[src/sv/tsp_pkg.sv]
`default_nettype none

package tsp_pkg;

    localparam int FREQ_W       = 11;
    localparam int DUR_W        = 9;
    localparam int TONE_W       = FREQ_W + DUR_W;
    localparam int COUNT_W      = 3;
    localparam int MAX_TONES    = 4;
    localparam int SLOT_W       = 2;
    localparam int VOLUME_W     = 8;
    localparam int SOUND_W      = 3;
    localparam int QUEUE_DEPTH_DEF = 4;

    localparam logic [DUR_W-1:0]    ELAPSED_MAX  = 9'd511;
    localparam logic [VOLUME_W-1:0] VOLUME_RESET = 8'd128;

    typedef enum logic {
        ACT_TICK = 1'b0,
        ACT_PLAY = 1'b1
    } t_action;

    typedef enum logic {
        CFG_VOLUME        = 1'b0,
        CFG_SOUND_ENABLED = 1'b1
    } t_cfg_reg;

    localparam logic [SOUND_W-1:0] SND_WORK_END   = 3'd0;
    localparam logic [SOUND_W-1:0] SND_BREAK_END  = 3'd1;
    localparam logic [SOUND_W-1:0] SND_CHIME      = 3'd2;
    localparam logic [SOUND_W-1:0] SND_MODE       = 3'd3;
    localparam logic [SOUND_W-1:0] SND_RESET      = 3'd4;
    localparam logic [SOUND_W-1:0] SND_TICK       = 3'd5;
    localparam logic [SOUND_W-1:0] SND_FINAL_BEEP = 3'd6;

    typedef logic [TONE_W-1:0] t_tone;

    function automatic t_tone mk_tone(input logic [FREQ_W-1:0] freq,
                                      input logic [DUR_W-1:0] dur);
        return {freq, dur};
    endfunction

    // number of tones in a preset; unknown codes play the short tick
    function automatic logic [COUNT_W-1:0] preset_count(input logic [SOUND_W-1:0] snd);
        logic [COUNT_W-1:0] n;
        case (snd)
            SND_WORK_END:   n = 3'd4;
            SND_BREAK_END:  n = 3'd4;
            SND_CHIME:      n = 3'd3;
            SND_MODE:       n = 3'd1;
            SND_RESET:      n = 3'd2;
            SND_TICK:       n = 3'd1;
            SND_FINAL_BEEP: n = 3'd2;
            default:        n = 3'd1;
        endcase
        return n;
    endfunction

    function automatic t_tone preset_tone(input logic [SOUND_W-1:0] snd,
                                          input logic [SLOT_W-1:0] slot);
        t_tone t;
        t = '0;
        case (snd)
            SND_WORK_END: begin
                case (slot)
                    2'd0:    t = mk_tone(11'd523, 9'd120);
                    2'd1:    t = mk_tone(11'd659, 9'd120);
                    2'd2:    t = mk_tone(11'd784, 9'd120);
                    default: t = mk_tone(11'd1047, 9'd350);
                endcase
            end
            SND_BREAK_END: begin
                case (slot)
                    2'd0:    t = mk_tone(11'd784, 9'd150);
                    2'd1:    t = mk_tone(11'd659, 9'd150);
                    2'd2:    t = mk_tone(11'd523, 9'd150);
                    default: t = mk_tone(11'd392, 9'd300);
                endcase
            end
            SND_CHIME: begin
                case (slot)
                    2'd0:    t = mk_tone(11'd659, 9'd100);
                    2'd1:    t = mk_tone(11'd784, 9'd120);
                    2'd2:    t = mk_tone(11'd988, 9'd180);
                    default: t = '0;
                endcase
            end
            SND_MODE: begin
                t = (slot == 2'd0) ? mk_tone(11'd587, 9'd60) : '0;
            end
            SND_RESET: begin
                t = (slot == 2'd0 || slot == 2'd1) ? mk_tone(11'd523, 9'd80) : '0;
            end
            SND_FINAL_BEEP: begin
                case (slot)
                    2'd0:    t = mk_tone(11'd880, 9'd100);
                    2'd1:    t = mk_tone(11'd880, 9'd200);
                    default: t = '0;
                endcase
            end
            default: begin
                t = (slot == 2'd0) ? mk_tone(11'd880, 9'd50) : '0;
            end
        endcase
        return t;
    endfunction

endpackage

`default_nettype wire

[src/sv/tone_sequence_player.sv]
// The result of a transaction is in the output register
//   on the edge after it is accepted.
// Throughput: one transaction per cycle while o_stall is low; the state update and the result both
//   come from the one state register set, with the output register as a skid.
// Reset (synchronous, active low): idle, volume 128, sound disabled; the tone
//   queue is not cleared and is only read after a sequence has written it.
`default_nettype none

module tone_sequence_player
    import tsp_pkg::*;
#(
    parameter int QUEUE_DEPTH = QUEUE_DEPTH_DEF
) (
    input  wire logic                i_clk,
    input  wire logic                i_rst_n,

    // configuration write port
    input  wire logic                i_cfg_we,
    input  wire logic                i_cfg_index,
    input  wire logic [VOLUME_W-1:0] i_cfg_data,

    // request/tick channel
    input  wire logic                i_valid,
    output logic                     o_stall,
    input  wire logic                i_action,
    input  wire logic [SOUND_W-1:0]  i_sound,

    // result channel
    output logic                     o_valid,
    input  wire logic                i_stall,
    output logic                     o_playing,
    output logic [FREQ_W-1:0]        o_frequency_hz,
    output logic [VOLUME_W-1:0]      o_duty,
    output logic                     o_request_taken
);

    localparam int IDX_W = $clog2(QUEUE_DEPTH);
    // common width for index/count comparisons
    localparam int CMP_W = (IDX_W + 1 > COUNT_W) ? IDX_W + 1 : COUNT_W;

    // configuration
    logic [VOLUME_W-1:0] r_volume;
    logic                r_sound_en;

    // sequencer state
    t_tone               r_queue [QUEUE_DEPTH];
    t_tone               r_cur;     // copy of the sounding queue entry
    logic [IDX_W-1:0]    r_index;
    logic [COUNT_W-1:0]  r_count;
    logic [DUR_W-1:0]    r_elapsed;
    logic                r_active;

    // result register
    logic                r_out_valid;
    logic                r_playing;
    logic [FREQ_W-1:0]   r_freq;
    logic [VOLUME_W-1:0] r_duty;
    logic                r_taken;

    logic                accept;
    logic                play_ok;
    logic                advance;
    logic                seq_done;
    logic [COUNT_W-1:0]  preset_n;
    logic [CMP_W-1:0]    idx_inc;
    logic [DUR_W-1:0]    elapsed_inc;

    logic [IDX_W-1:0]    n_index;
    logic [COUNT_W-1:0]  n_count;
    logic [DUR_W-1:0]    n_elapsed;
    logic                n_active;
    t_tone               n_cur;

    // Output register doubles as the skid stage: take a new transaction
    // whenever the held result is empty or leaving this cycle.
    assign o_stall = r_out_valid && i_stall;
    assign accept  = i_valid && !o_stall;

    assign preset_n = preset_count(i_sound);
    assign play_ok  = (t_action'(i_action) == ACT_PLAY) && !r_active && r_sound_en
                      && (CMP_W'(preset_n) <= CMP_W'(QUEUE_DEPTH));

    // elapsed count saturates at its top value
    assign elapsed_inc = (r_elapsed < ELAPSED_MAX) ? r_elapsed + 1'b1 : r_elapsed;
    assign advance     = (t_action'(i_action) == ACT_TICK) && r_active
                         && (elapsed_inc >= r_cur[DUR_W-1:0]);
    assign idx_inc     = CMP_W'(r_index) + 1'b1;
    assign seq_done    = (idx_inc >= CMP_W'(r_count)) || (idx_inc >= CMP_W'(QUEUE_DEPTH));

    always_comb begin
        n_index   = r_index;
        n_count   = r_count;
        n_elapsed = r_elapsed;
        n_active  = r_active;
        n_cur     = r_cur;
        if (play_ok) begin
            n_index   = '0;
            n_count   = preset_n;
            n_elapsed = '0;
            n_active  = 1'b1;
            n_cur     = preset_tone(i_sound, '0);
        end else if ((t_action'(i_action) == ACT_TICK) && r_active) begin
            n_elapsed = elapsed_inc;
            if (advance) begin
                n_elapsed = '0;
                if (seq_done) begin
                    n_active = 1'b0;
                    n_index  = '0;
                    n_count  = '0;
                end else begin
                    // next entry lies inside the queue when not done
                    n_index = idx_inc[IDX_W-1:0];
                    n_cur   = r_queue[idx_inc[IDX_W-1:0]];
                end
            end
        end
    end

    // configuration registers
    always_ff @(posedge i_clk) begin
        if (!i_rst_n) begin
            r_volume   <= VOLUME_RESET;
            r_sound_en <= 1'b0;
        end else if (i_cfg_we) begin
            case (t_cfg_reg'(i_cfg_index))
                CFG_VOLUME:        r_volume   <= i_cfg_data;
                CFG_SOUND_ENABLED: r_sound_en <= i_cfg_data[0];
                default:           ;
            endcase
        end
    end

    // sequencer control
    always_ff @(posedge i_clk) begin
        if (!i_rst_n) begin
            r_index   <= '0;
            r_count   <= '0;
            r_elapsed <= '0;
            r_active  <= 1'b0;
        end else if (accept) begin
            r_index   <= n_index;
            r_count   <= n_count;
            r_elapsed <= n_elapsed;
            r_active  <= n_active;
        end
    end

    // tone queue: a taken request loads every preset slot that fits
    always_ff @(posedge i_clk) begin
        if (accept) begin
            r_cur <= n_cur;
            if (play_ok) begin
                for (int i = 0; i < QUEUE_DEPTH; i++) begin
                    if (i < MAX_TONES) begin
                        r_queue[i] <= preset_tone(i_sound, SLOT_W'(i));
                    end
                end
            end
        end
    end

    // result register
    always_ff @(posedge i_clk) begin
        if (!i_rst_n) begin
            r_out_valid <= 1'b0;
        end else if (accept) begin
            r_out_valid <= 1'b1;
        end else if (!i_stall) begin
            r_out_valid <= 1'b0;
        end
    end

    always_ff @(posedge i_clk) begin
        if (accept) begin
            r_playing <= n_active;
            r_freq    <= n_active ? n_cur[TONE_W-1:DUR_W] : '0;
            r_duty    <= n_active ? r_volume : '0;
            r_taken   <= play_ok;
        end
    end

    assign o_valid         = r_out_valid;
    assign o_playing       = r_playing;
    assign o_frequency_hz  = r_freq;
    assign o_duty          = r_duty;
    assign o_request_taken = r_taken;

endmodule

`default_nettype wire
[config.mk]
export PLATFORM = sky130hd
export DESIGN_NAME = tone_sequence_player
export DESIGN_NICKNAME = d
export VERILOG_FILES = /design/src/sv/tsp_pkg.sv /design/src/sv/tone_sequence_player.sv
export SDC_FILE = /design/constraint.sdc
export NUM_CORES = 1
export LEC_CHECK = 0
export BUFFER_PORTS_ARGS = -buffer_cell sky130_fd_sc_hd__buf_2
export CAP_MARGIN = 0
export CORE_ASPECT_RATIO = 2
export CORE_MARGIN = 4
export CORE_UTILIZATION = 55
export DETAILED_ROUTE_END_ITERATION = 6
export PLACE_DENSITY_LB_ADDON = 0.08
export SLEW_MARGIN = 5
export SYNTH_ARGS = -nofsm -noshare
export SYNTH_HDL_FRONTEND = slang
export SYNTH_SLANG_ARGS = --single-unit
[constraint.sdc]
create_clock -name i_clk -period 4.21 [get_ports i_clk]
set_input_delay 0.2105 -clock i_clk [delete_from_list [all_inputs] [get_ports i_clk]]
set_output_delay 0.2105 -clock i_clk [all_outputs]
set_load 0.02 [all_outputs]
==> run summary, run 1 <==
The run finished with clean final reports. The logs give 0 for the number of antenna violations at the first check in global routing and 447 for the post-synthesis net count. The run gives 3 as the number of levels the H-tree was split into. The worst hold path cell count works out to 3.

The switching component of the power was 466 uW; the total CTS buffers was 9. The slowest stage cell on the critical path is sky130_fd_sc_hd__nor2_1. In this run the most used layer during global routing was met2. Clock skew on the completed layout was measured at 0.00980 ns.

Internal power comes to 1530 uW. After filler insertion, the fill cell instance count of the layout stands at 713. In the routed design, unresolved DRC markers number 0.

The pin count of the biggest net entering global routing is 35, and the gate count after technology mapping is 416. The power per cell area was 368 mW/mm^2; the number of violations reported at the end of detailed-routing iteration 0 was 164. The area added between synthesis and finish was 11.7%; the number of synthesized register bits was 99. After detailed placement, the design holds a cell count of 541. Setup repair after global routing left no endpoint under its margin.

The most used flip-flop cell after synthesis is sky130_fd_sc_hd__edfxtp_1. Signal arrival time at the worst endpoint: 3.36 ns. The number of antenna diodes in the final layout is 0. The final routed wirelength across all metal layers came out at 10200 um. The part of the cycle the worst path needs is 80.2%. The worst hold endpoint was r_volume[7]$_SDFFE_PN1P_. The count of buffers added on input and output ports is 40. Yosys instantiated no cell more often than sky130_fd_sc_hd__edfxtp_1. For the core area, the log shows 0.00865 sq mm. After detailed routing, the average wire length per cell comes to 18.3 um. Proportion of total power due to net switching: 23.4%. The total count of hold-check failures in the final report is 0. By startpoint and endpoint, the worst setup path is classified as flip-flop to flip-flop. The tools report the worst flop-to-flop path endpoint as r_cur[1]$_DFFE_PP_. For the via count of the first global-routing pass, the log shows 3271. From bottom edge to top edge, the die measures 141 um. The met1 track utilization from global routing came out at 24.5%. The post-cts repair resize count was 0; the transition at the pin with the smallest max-transition slack was 0.671 ns. The routed design could run at a clock period as short as 3.38 ns. For this run, the number of Yosys warnings is 0. The first global-routing pass estimated 16400 um of wire.

In this run the count of I/O pins placed on the die edge is 41. Counting flops with a built-in enable in the synthesized netlist gives 74. The startpoint identified for the worst register-to-register timing path is r_elapsed[1]$_SDFFE_PN0P_.

The run gives 0.00272 sq mm as the storage element area. For the max-slew violation count, the log shows 0. The biggest area contributor in the post-synthesis netlist is sky130_fd_sc_hd__edfxtp_1.

Setup violations remaining at the end of the flow were counted as 0. Walking the worst path, the cells encountered are ha_1 > nand3_1 > nor2_1 > nand3_1 > mux2_2 > ha_1 > and4_4 > and2_4 > a22o_1 > a21oi_1 > nor2_1. In this run the worst path has a maximum fanout of 9. The tools report the final HPWL from detailed placement as 7380 um. The number of detailed-routing iterations run before antenna repair is 5, and the routability congestion estimate from global placement is 0.819. The critical path required time was 4.19 ns. The floorplan has 48 rows.

Class of the tightest hold or removal check: primary input to flip-flop. The normalized max-slew margin was 55.3%; the post-layout instance count excluding filler cells was 557. The global routing usage on met2 was 36.2%; the ratio of routed vias to standard cells was 5.91. After synthesis, the share of flip-flops with an asynchronous set or reset is 0%. The CTS clock-pin slew for the worst setup and hold paths works out to 0.07 ns.

Across all register-to-register paths, the minimum setup slack is 0.83 ns. The buffering stage count on the worst path with inverters included was 0. Based on the critical path, the design can be clocked at up to 296 MHz.

The later pin in the worst-skew pair is clocked with a latency of 0.34 ns. The run gives 3.78% as the global-route track usage on met3. Ranked by instance count, the synthesized netlist is headed by sky130_fd_sc_hd__edfxtp_1 (74), sky130_fd_sc_hd__nand2_1 (36), sky130_fd_sc_hd__inv_1 (26).

Averaged over all synthesized cells, the footprint is 11.7 sq um. Yosys mapped the design onto 61 distinct sky130hd cell types. For the relative contribution of combinational cells to total power, the log shows 6.5%.

For the deepest clock path buffer count, the log shows 2. TritonCTS built the clock tree. In this run the biggest area consumer among cell types represents 45.8% of the synthesized area. The remaining antenna violation count is 0, and the total overflow reported by the global router is 0. Yosys attributes the largest share of cell area to sky130_fd_sc_hd__edfxtp_1 (46%), sky130_fd_sc_hd__dfxtp_1 (10%), sky130_fd_sc_hd__mux4_2 (4.2%). Broken down by cell family, the worst path's largest delay share belongs to simple AND/OR/NAND/NOR gates.

For this run, the slowest stage of the critical path takes 0.46 ns. The number of setup buffers added after CTS is 0. The worst setup path is captured at a flip-flop. Global routing used 20.8% of the available tracks across all layers. Number of buffers inserted for hold repair after clock tree synthesis: 0. The start point of the worst hold path is i_cfg_data[7]. The power share of the clock group came out at 39.0%. The overall die width was 74.4 um; the initial core utilization was 56.1%. For the net total in the final layout, the log shows 483.

The sequential fraction of the synthesis area was 56.2%; the depth of the worst register-to-register path was 11. The logs give 0.261 mV for the worst ir drop on vdd and 0 ns for the sum of negative setup slack. The run gives 0.839 ns as the minimum setup slack after placement.

The tool flagged a number of max-cap violations equal to 0. The number of clock sinks seen by CTS came out at 99. Summed over all cells, the static leakage comes to 0.00200 uW. In this run, flip-flops and latches consume 54.5% of the power. The run gives 0.833 ns as the setup slack of the critical path after layout. Cells with a size suffix above 1 make up 20.1% of the layout. The cell area after technology mapping was 0.00485 sq mm.

The tools report the startpoint kind of the worst setup timing path as a flip-flop. Summing all multi-input logic gate instances after layout gives 0.00193 sq mm. The critical path starts at r_elapsed[1]$_SDFFE_PN0P_. The number of vias after detailed routing is 3294. The area of the die was 0.0105 sq mm.

Library cell used as clock root buffer: sky130_fd_sc_hd__clkbuf_16.
state kept, by name, indices dropped and copies added, names as in the netlist, 2 cells and up:
signal,cells
r_queue,34
r_cur,19
o_frequency_hz,11
r_elapsed,9
o_duty,8
r_volume,8
r_count,3
r_index,2
worst min-delay path, stage by stage:
cell,delay [ns]
sky130_fd_sc_hd__buf_2,0.07
sky130_fd_sc_hd__nand2_1,0.04
sky130_fd_sc_hd__nand3_1,0.07
layout make-up:
| type | instances | area share [%] |
|---|---|---|
| Tap cell | 100 | 2.31 |
| Multi-Input combinational cell | 267 | 35.6 |
| Clock inverter | 7 | 1.04 |
| Inverter | 28 | 1.94 |
| Sequential cell | 99 | 50.3 |
| Timing Repair Buffer | 47 | 4.67 |
| Clock buffer | 9 | 4.16 |
power by group through the flow:
| stage | clock network, uW | registers [uW] | logic (uW) |
|---|---|---|---|
| after CTS | 797 | 1090 | 131 |
| final | 779 | 1090 | 130 |
| after global routing | 841 | 1090 | 144 |
| after floorplan | 0 | 1120 | 71.1 |
| after global placement | 0 | 1110 | 128 |
| after detailed placement | 0 | 1110 | 131 |
worst max path at each step:
stage | endpoint | cells past startpoint
final | r_cur[1]$_DFFE_PP_ | 11
after detailed placement | r_cur[6]$_DFFE_PP_ | 11
after global routing | r_cur[7]$_DFFE_PP_ | 10
after CTS | r_cur[5]$_DFFE_PP_ | 11
after global placement | r_cur[3]$_DFFE_PP_ | 11
after floorplan | r_cur[1]$_DFFE_PP_ | 12
cell usage in the layout (no fill, tap or decap), types with 9 or more instances in the layout:
master,netlist,routed
sky130_fd_sc_hd__nand2_1,36,36
sky130_fd_sc_hd__ha_1,13,13
sky130_fd_sc_hd__a21oi_1,21,21
sky130_fd_sc_hd__and2_1,11,11
sky130_fd_sc_hd__nor2b_1,9,9
sky130_fd_sc_hd__inv_1,26,26
sky130_fd_sc_hd__a21boi_0,13,13
sky130_fd_sc_hd__o21ai_0,23,23
sky130_fd_sc_hd__nand2b_1,9,9
sky130_fd_sc_hd__mux4_2,9,9
sky130_fd_sc_hd__buf_2,6,40
sky130_fd_sc_hd__dfxtp_1,25,25
sky130_fd_sc_hd__edfxtp_1,74,74
sky130_fd_sc_hd__clkbuf_16,0,9
sky130_fd_sc_hd__nand3_1,9,9
sky130_fd_sc_hd__nor2_1,14,14
through the flow:
step / total power (uW) / util, % / cell area (sq um) / hold slack [ns]
2_1_floorplan: 1190 / - / 4850 / 0.335
3_3_place_gp: 1240 / 59.4 / 5140 / 0.425
3_5_place_dp: 1240 / 59.4 / 5140 / 0.424
4_1_cts: 2020 / 62.6 / 5420 / 0.0763
5_1_grt: 2070 / 62.6 / 5420 / 0.0953
6_report: 2000 / 62.6 / 5420 / 0.0871
per-layer routing:
layer  vias up  share of wire, %
met1      1570                39
met5         -                 0
met4         0               2.3
met2        68                56
li1       1638                 -
met3        18               3.5
logic make-up (layout without fill, tap and decap cells):
kind of cell | Yosys count | in the layout | synth area share (%)
AND/OR/NAND/NOR | 120 | 120 | 13.2
AO/OA/AOI/OAI | 114 | 114 | 16.8
flip-flops | 99 | 99 | 56.2
buffers and inverters | 50 | 91 | 4.03
multiplexers | 18 | 18 | 6.14
adder cells (fa/ha/maj) | 13 | 13 | 3.35
XOR/XNOR | 2 | 2 | 0.361
No activity file was read; power rests on OpenSTA's default activity.
==> run 2, diff against run 1 <==
==> constraint.sdc (replaced) <==
create_clock -name i_clk -period 3.4 [get_ports i_clk]
set_input_delay 0.17 -clock i_clk [delete_from_list [all_inputs] [get_ports i_clk]]
set_output_delay 0.17 -clock i_clk [all_outputs]
set_load 0.02 [all_outputs]
==> run summary, run 2 (synthesis gave the netlist of run 1 again) <==
For this run, the post-layout net count is 489. The transition at the pin with the smallest max-transition slack works out to 0.654 ns. The routed design has 10200 um of wire. The worst hold path cell count was 2. Number of failing setup endpoints in the final timing report: 0. TritonCTS built the clock tree. The reported max-cap violation count is 0.

The setup slack of the critical path after layout is 0.167 ns, and the overall die width is 74.4 um. The signal on the critical path passes through ha_1 > nand3_1 > nor2_1 > nand3_1 > mux2_2 > ha_1 > nand2_1 > o21ai_4 > a22oi_4 > buf_4 > or4_4 > a31oi_1. The ratio of routed vias to standard cells was 6.04; the deepest clock path buffer count was 2. Number of vias after detailed routing: 3400. In the final layout, the share of cells above drive strength 1 is 21.4%. For this run, design rule violations remaining after detail routing come to 0. The worst setup path is launched from a flip-flop.

The run gives 56.1% as the initial core utilization. The number of top-level pins was 41; the power per cell area was 473 mW/mm^2. The register with the most flip-flops in the layout has 34 of them.

Based on the critical path, the design can be clocked at up to 309 MHz. The minimum setup slack after placement was 0.227 ns; the delay contributed by the slowest stage of the critical path was 0.49 ns. The run gives 3.42 ns as the signal arrival time at the worst endpoint.

The tools report the area of the die as 0.0105 sq mm. The worst ir drop on vdd is 0.427 mV, and the final critical path time including I/O delays and setup is 3.23 ns. Counting the buffers created by CTS gives 9. The worst setup path is captured at a flip-flop. The wire-length estimate of the detail-placed layout is 7290 um. In this run, the number of DRC markers left after iteration 0 of detailed routing was 237. Number of cells in the design after placement: 543. The critical path is of the flip-flop to flip-flop type.

Across every metal layer, demand over resource in global routing totals 21.1%. The repair_antennas step left the layout with diodes totalling 0. For the total count of hold-check failures in the final report, the log shows 0. The library cells used most frequently in the layout, excluding fill and tap cells, are sky130_fd_sc_hd__edfxtp_1 (74), sky130_fd_sc_hd__buf_2 (40), sky130_fd_sc_hd__nand2_1 (36). The critical path required time was 3.59 ns. The flow ran to the end, and the final reports show no timing, DRC or antenna violations.

The finished layout holds 563 standard cells, fillers aside. The normalized max-slew margin was 56.4%; the first-pass GRT wire length was 17000 um. The via count of the first global-routing pass came out at 3416. The routed wirelength normalized by instance count came out at 18.0 um.

The tools report the total overflow reported by the global router as 0. The height of the die works out to 141 um. The slowest stage cell on the critical path was sky130_fd_sc_hd__or4_4. The number of antenna violations at the first check in global routing is 0. The first detailed-routing pass ran for 5 iterations. The CTS clock-pin slew for the worst setup and hold paths was 0.07 ns. The most common cell after layout, fill and taps aside is sky130_fd_sc_hd__edfxtp_1.

After layout, the worst path uses 95.1% of the clock period. The number of clock sinks seen by CTS was 99; the setup clock skew after layout was 0.00868 ns. In this run the standard cell core region covers 0.00865 sq mm. The area added between synthesis and finish was 13.7%; the clock insertion delay at the later pin of the skew report was 0.35 ns.

Fill cells in the final layout number 702. The tools report the library cell used as clock root buffer as sky130_fd_sc_hd__clkbuf_16. Class of the tightest hold or removal check: primary input to flip-flop. At the end of routability-driven placement, the weighted congestion stood at 0.819. The number of port buffers came out at 40.

For this design the static power due to leakage is 0.00204 uW. In this run the core area contains 48 standard-cell rows. The depth of the worst register-to-register path came out at 12. Along the worst path, the maximum fanout reaches 14. The pin count of the biggest net entering global routing was 35.

The register with the most flip-flops in the final layout is r_queue. CTS built an H-tree with a depth of 3. In this run the remaining antenna-violating nets after routing total 0.

For the max-slew violation count, the log shows 0.
-- run 2: changes by cell type in the layout (fill, tap and decap cells not counted), moves of 2 or more --
cell / before / now
sky130_fd_sc_hd__buf_4: 7 / 13
sky130_fd_sc_hd__clkinv_4: 0 / 3
sky130_fd_sc_hd__bufinv_16: 0 / 2
sky130_fd_sc_hd__inv_6: 3 / 1
-- run 2: cell type report --
| cell class | instances | area [sq um] | share of cell area, % |
|---|---|---|---|
| clock buffer | 9 | 225 | 4.09 |
| clock inverter | 7 | 100 | 1.82 |
| inverter | 28 | 105 | 1.91 |
| multi-input combinational | 267 | 1940 | 35.1 |
| sequential | 99 | 2720 | 49.4 |
| tap | 100 | 125 | 2.27 |
| timing repair buffer | 53 | 298 | 5.40 |
-- run 2: worst max-delay path, delay by kind of cell, from the launching register on --
kind / cells / cell delay (ns)
AOI/OAI and AO/OA: 3 / 0.65
adders and majority gates: 2 / 0.52
buffers and inverters: 1 / 0.20
DFF: 1 / 0.41
muxes: 1 / 0.30
and+or+nand+nor: 5 / 0.99
-- run 2: final timing paths --
check | slack, ns | end | startpoint
worst max-delay path | 0.17 | o_frequency_hz[5]$_SDFFCE_PN0P_ | r_elapsed[0]$_SDFFE_PN0P_
worst min-delay path | 0.05 | o_valid$_SDFFE_PN0P_ | i_valid
worst max register to register | 0.17 | o_frequency_hz[5]$_SDFFCE_PN0P_ | r_elapsed[0]$_SDFFE_PN0P_
worst min register to register | 0.47 | r_volume[4]$_SDFFE_PN0P_ | r_volume[4]$_SDFFE_PN0P_
-- run 2: metal layers --
layer / vias up / track usage, % / share of wire, %
met5: - / 0 / 0
met4: 0 / 7.79 / 2.3
met3: 17 / 4.07 / 4.5
met2: 96 / 36.7 / 55
met1: 1636 / 25.1 / 39
li1: 1651 / - / -
-- run 2: power by group --
part	total, uW	switching (uW)	internal [uW]
Clock	1100	451	650
Combinational	161	109	52.0
Sequential	1350	11.5	1330
Total	2610	571	2040
-- run 2: through the flow --
stage | power (uW) | cell area (sq um) | hold slack (ns) | utilization (%) | TNS, ns
global placement | 1530 | 5150 | 0.384 | 59.6 | 0
global route | 2700 | 5510 | 0.0669 | 63.7 | -0.0473
CTS | 2630 | 5480 | 0.0383 | 63.3 | 0
detailed placement | 1530 | 5150 | 0.399 | 59.6 | 0
finish | 2610 | 5510 | 0.0483 | 63.7 | 0
floorplan | 1480 | 4850 | 0.294 | - | 0
-- run 2: repair_timing --
action | CTS | global route
endpoints found under the setup margin | 0 | 28
gates resized for setup | 0 | 1
endpoints found under the hold margin | 0 | 0
buffers inserted | 0 | 4
hold buffers | 0 | 0
==> run 3, diff against run 2 <==
--- a/config.mk
+++ b/config.mk
@@ -6,13 +6,14 @@
 export NUM_CORES = 1
 export LEC_CHECK = 0
 export BUFFER_PORTS_ARGS = -buffer_cell sky130_fd_sc_hd__buf_2
-export CAP_MARGIN = 0
+export CAP_MARGIN = 25
 export CORE_ASPECT_RATIO = 2
 export CORE_MARGIN = 4
 export CORE_UTILIZATION = 55
 export DETAILED_ROUTE_END_ITERATION = 6
+export GPL_TIMING_DRIVEN = 0
 export PLACE_DENSITY_LB_ADDON = 0.08
-export SLEW_MARGIN = 5
+export SLEW_MARGIN = 25
 export SYNTH_ARGS = -nofsm -noshare
 export SYNTH_HDL_FRONTEND = slang
 export SYNTH_SLANG_ARGS = --single-unit
==> run summary, run 3 (synthesis gave the netlist of run 1 again) <==
The flow ran to the end, and the final reports show no timing, DRC or antenna violations. Clock tree synthesis selected as its root buffer the cell sky130_fd_sc_hd__clkbuf_16. The critical path required time is 3.57 ns, and the total count of hold-check failures in the final report is 0.

The register bank with the most flops is r_queue. Wires add up to 11100 um. The number of detailed-routing iterations run before antenna repair was 4; the share of cells above drive strength 1 was 20.1%.

On the final layout, the worst hold slack is 0.0542 ns. The min-delay analysis places its worst path in the category primary input to flip-flop. The routed layout has 3513 vias. VDD sags by at most 0.295 mV. From synthesis to final layout, the design area changed by 13.6%.

Dividing the final minimum period by the clock period gives 94.9%. Maximum fanout along the worst path: 8. For the worst flop-to-flop path, the logic depth is 11. Counting instances, the worst hold path has a depth of 3. Once detail routing completed, the nets flagged for antenna violations numbered 0. The library cell used most frequently in the layout, excluding fill and tap cells, is sky130_fd_sc_hd__edfxtp_1. The routed metal-1 wirelength is 3980 um. In the final routed layout, each cell accounts on average for 19.4 um. In this run the horizontal extent of the chip is 74.4 um. Static timing analysis puts the maximum clock frequency at 310 MHz. The height of the die is 141 um, and the net total in the final layout is 499.

The setup clock skew after layout came out at 0.00859 ns. The logs give 0.00865 sq mm for the core area and 99 for the number of clock sinks seen by CTS. At the pin with the least slew margin, the transition time is 0.715 ns. For the max-slew violation count, the log shows 0.

After clock tree synthesis, the clock-pin slew on the worst setup and hold paths is 0.07 ns. Number of violations reported at the end of detailed-routing iteration 0: 265. For this design the static power due to leakage is 0.00201 uW.

The tool flagged a number of max-cap violations equal to 0. Entering global routing, the biggest net connects 36 pins. During I/O placement, the number of pins put on the boundary was 41. Global routing consumed, over all layers together, 21.9% of the routing resources. The first global-routing pass estimated 17300 um of wire. Setup violations remaining at the end of the flow were counted as 0. Power spread over the standard cell area amounts to 453 mW/mm^2.

The number of port buffers was 38. Leaving out fill and tap cells, the most frequent cells in the layout are sky130_fd_sc_hd__edfxtp_1 (74), sky130_fd_sc_hd__buf_2 (43), sky130_fd_sc_hd__nand2_1 (36). At the end of routability-driven placement, the weighted congestion stood at 0.902. The later pin in the worst-skew pair is clocked with a latency of 0.34 ns. Data on the critical path arrives at its endpoint at 3.40 ns. The worst pin sits at a relative slew slack of 52.3%. STA classifies the critical path endpoint as a flip-flop. The die covers 0.0105 sq mm.

Filler cell count: 707. For this run the aggregate overflow at the end of global routing stands at 0. After detailed routing, the met3 layer carries 526 um of wire. The via count of the first global-routing pass came out at 3468. The deepest clock path buffer count was 2; the number of rows in the core area was 48.

Total design power: 2490 uW. Detailed placement ended at an HPWL of 8190 um. The clock tree synthesis step divided the H-tree into 3 levels. For the number of antenna violations at the first check in global routing, the log shows 0. The total CTS buffers was 9; the number of flip-flops in the largest register was 34. The initial core utilization is 56.1%, and the post-detailed-route DRC marker count is 0. STA classifies the critical path startpoint as a flip-flop. TritonCTS built the clock tree. The ratio of routed vias to standard cells works out to 6.13. Summed over all nets, wire length on met2 after detailed routing comes to 6310 um. Routed signal wires occupy layers up through met4.

The final critical path time including I/O delays and setup came out at 3.23 ns. The worst setup path is of the flip-flop to flip-flop kind. The run gives 0 as the count of inserted antenna diode cells.
[run 3: cell count changes in the layout (fill, tap and decap cells not counted), moves of 2 or more]
cell,previous run,this run
sky130_fd_sc_hd__inv_1,26,24
sky130_fd_sc_hd__clkbuf_1,0,16
sky130_fd_sc_hd__buf_2,40,43
sky130_fd_sc_hd__bufinv_16,2,0
sky130_fd_sc_hd__buf_4,13,2
sky130_fd_sc_hd__nor2_1,14,12
sky130_fd_sc_hd__inv_2,1,3
[run 3: cell type report]
type	instances	area (sq um)	share of cell area, %
clock buffer	11	254	4.61
multi-input combinational	268	1970	35.7
buffer	22	92.6	1.68
sequential	99	2720	49.4
tap	100	125	2.27
inverter	28	105	1.91
clock inverter	5	37.5	0.681
timing repair buffer	40	205	3.72
[run 3: final timing paths]
| path | slack [ns] | from | to |
|---|---|---|---|
| worst max-delay path | 0.17 | r_elapsed[2]$_SDFFE_PN0P_ | o_frequency_hz[5]$_SDFFCE_PN0P_ |
| worst min-delay path | 0.05 | i_cfg_data[7] | r_volume[7]$_SDFFE_PN1P_ |
| worst max register to register | 0.17 | r_elapsed[2]$_SDFFE_PN0P_ | o_frequency_hz[5]$_SDFFCE_PN0P_ |
| worst min register to register | 0.46 | r_volume[1]$_SDFFE_PN0P_ | r_volume[1]$_SDFFE_PN0P_ |
[run 3: repair_timing]
action                                  CTS  global route
hold buffers                              0             0
resized for setup                         2             5
cloned                                    0             1
pin swaps                                 0             2
hold endpoints to repair                  0             0
setup buffers                             0             2
endpoints found under the setup margin    9            37
[run 3: power breakdown]
part | total, uW | internal [uW] | leakage, uW | switching [uW]
registers | 1350 | 1340 | 0.000922 | 11.4
logic | 167 | 51.9 | 0.000947 | 115
clock network | 981 | 542 | 0.000138 | 438
total | 2490 | 1930 | 0.00201 | 565
[run 3: routing by layer]
layer,GRT usage [%],vias up
met5,0,-
met4,8.82,0
met3,2.86,27
met2,40.7,115
met1,23.9,1691
li1,-,1680
[run 3: metrics by stage]
stage | setup WS (ns) | instance area (sq um) | setup TNS (ns) | util (%) | std cells
3_5_place_dp | -0.0812 | 5160 | -0.648 | 59.7 | 554
4_1_cts | 0.0428 | 5470 | 0 | 63.2 | 570
2_1_floorplan | 0.409 | 4850 | 0 | - | 416
6_report | 0.172 | 5510 | 0 | 63.7 | 573
3_3_place_gp | -0.130 | 5160 | -4.31 | 59.7 | 554
5_1_grt | -0.00545 | 5510 | -0.00545 | 63.7 | 573
[run 3: critical path, stage by stage (launching register included)]
cell	delay, ns
sky130_fd_sc_hd__dfxtp_1	0.44
sky130_fd_sc_hd__nand4_1	0.25
sky130_fd_sc_hd__nor3b_2	0.35
sky130_fd_sc_hd__o21ai_0	0.13
sky130_fd_sc_hd__o21ai_0	0.13
sky130_fd_sc_hd__ha_1	0.24
sky130_fd_sc_hd__a21oi_1	0.06
sky130_fd_sc_hd__o22ai_2	0.44
sky130_fd_sc_hd__a22oi_4	0.15
sky130_fd_sc_hd__buf_4	0.18
sky130_fd_sc_hd__or4_4	0.48
sky130_fd_sc_hd__a31oi_1	0.21
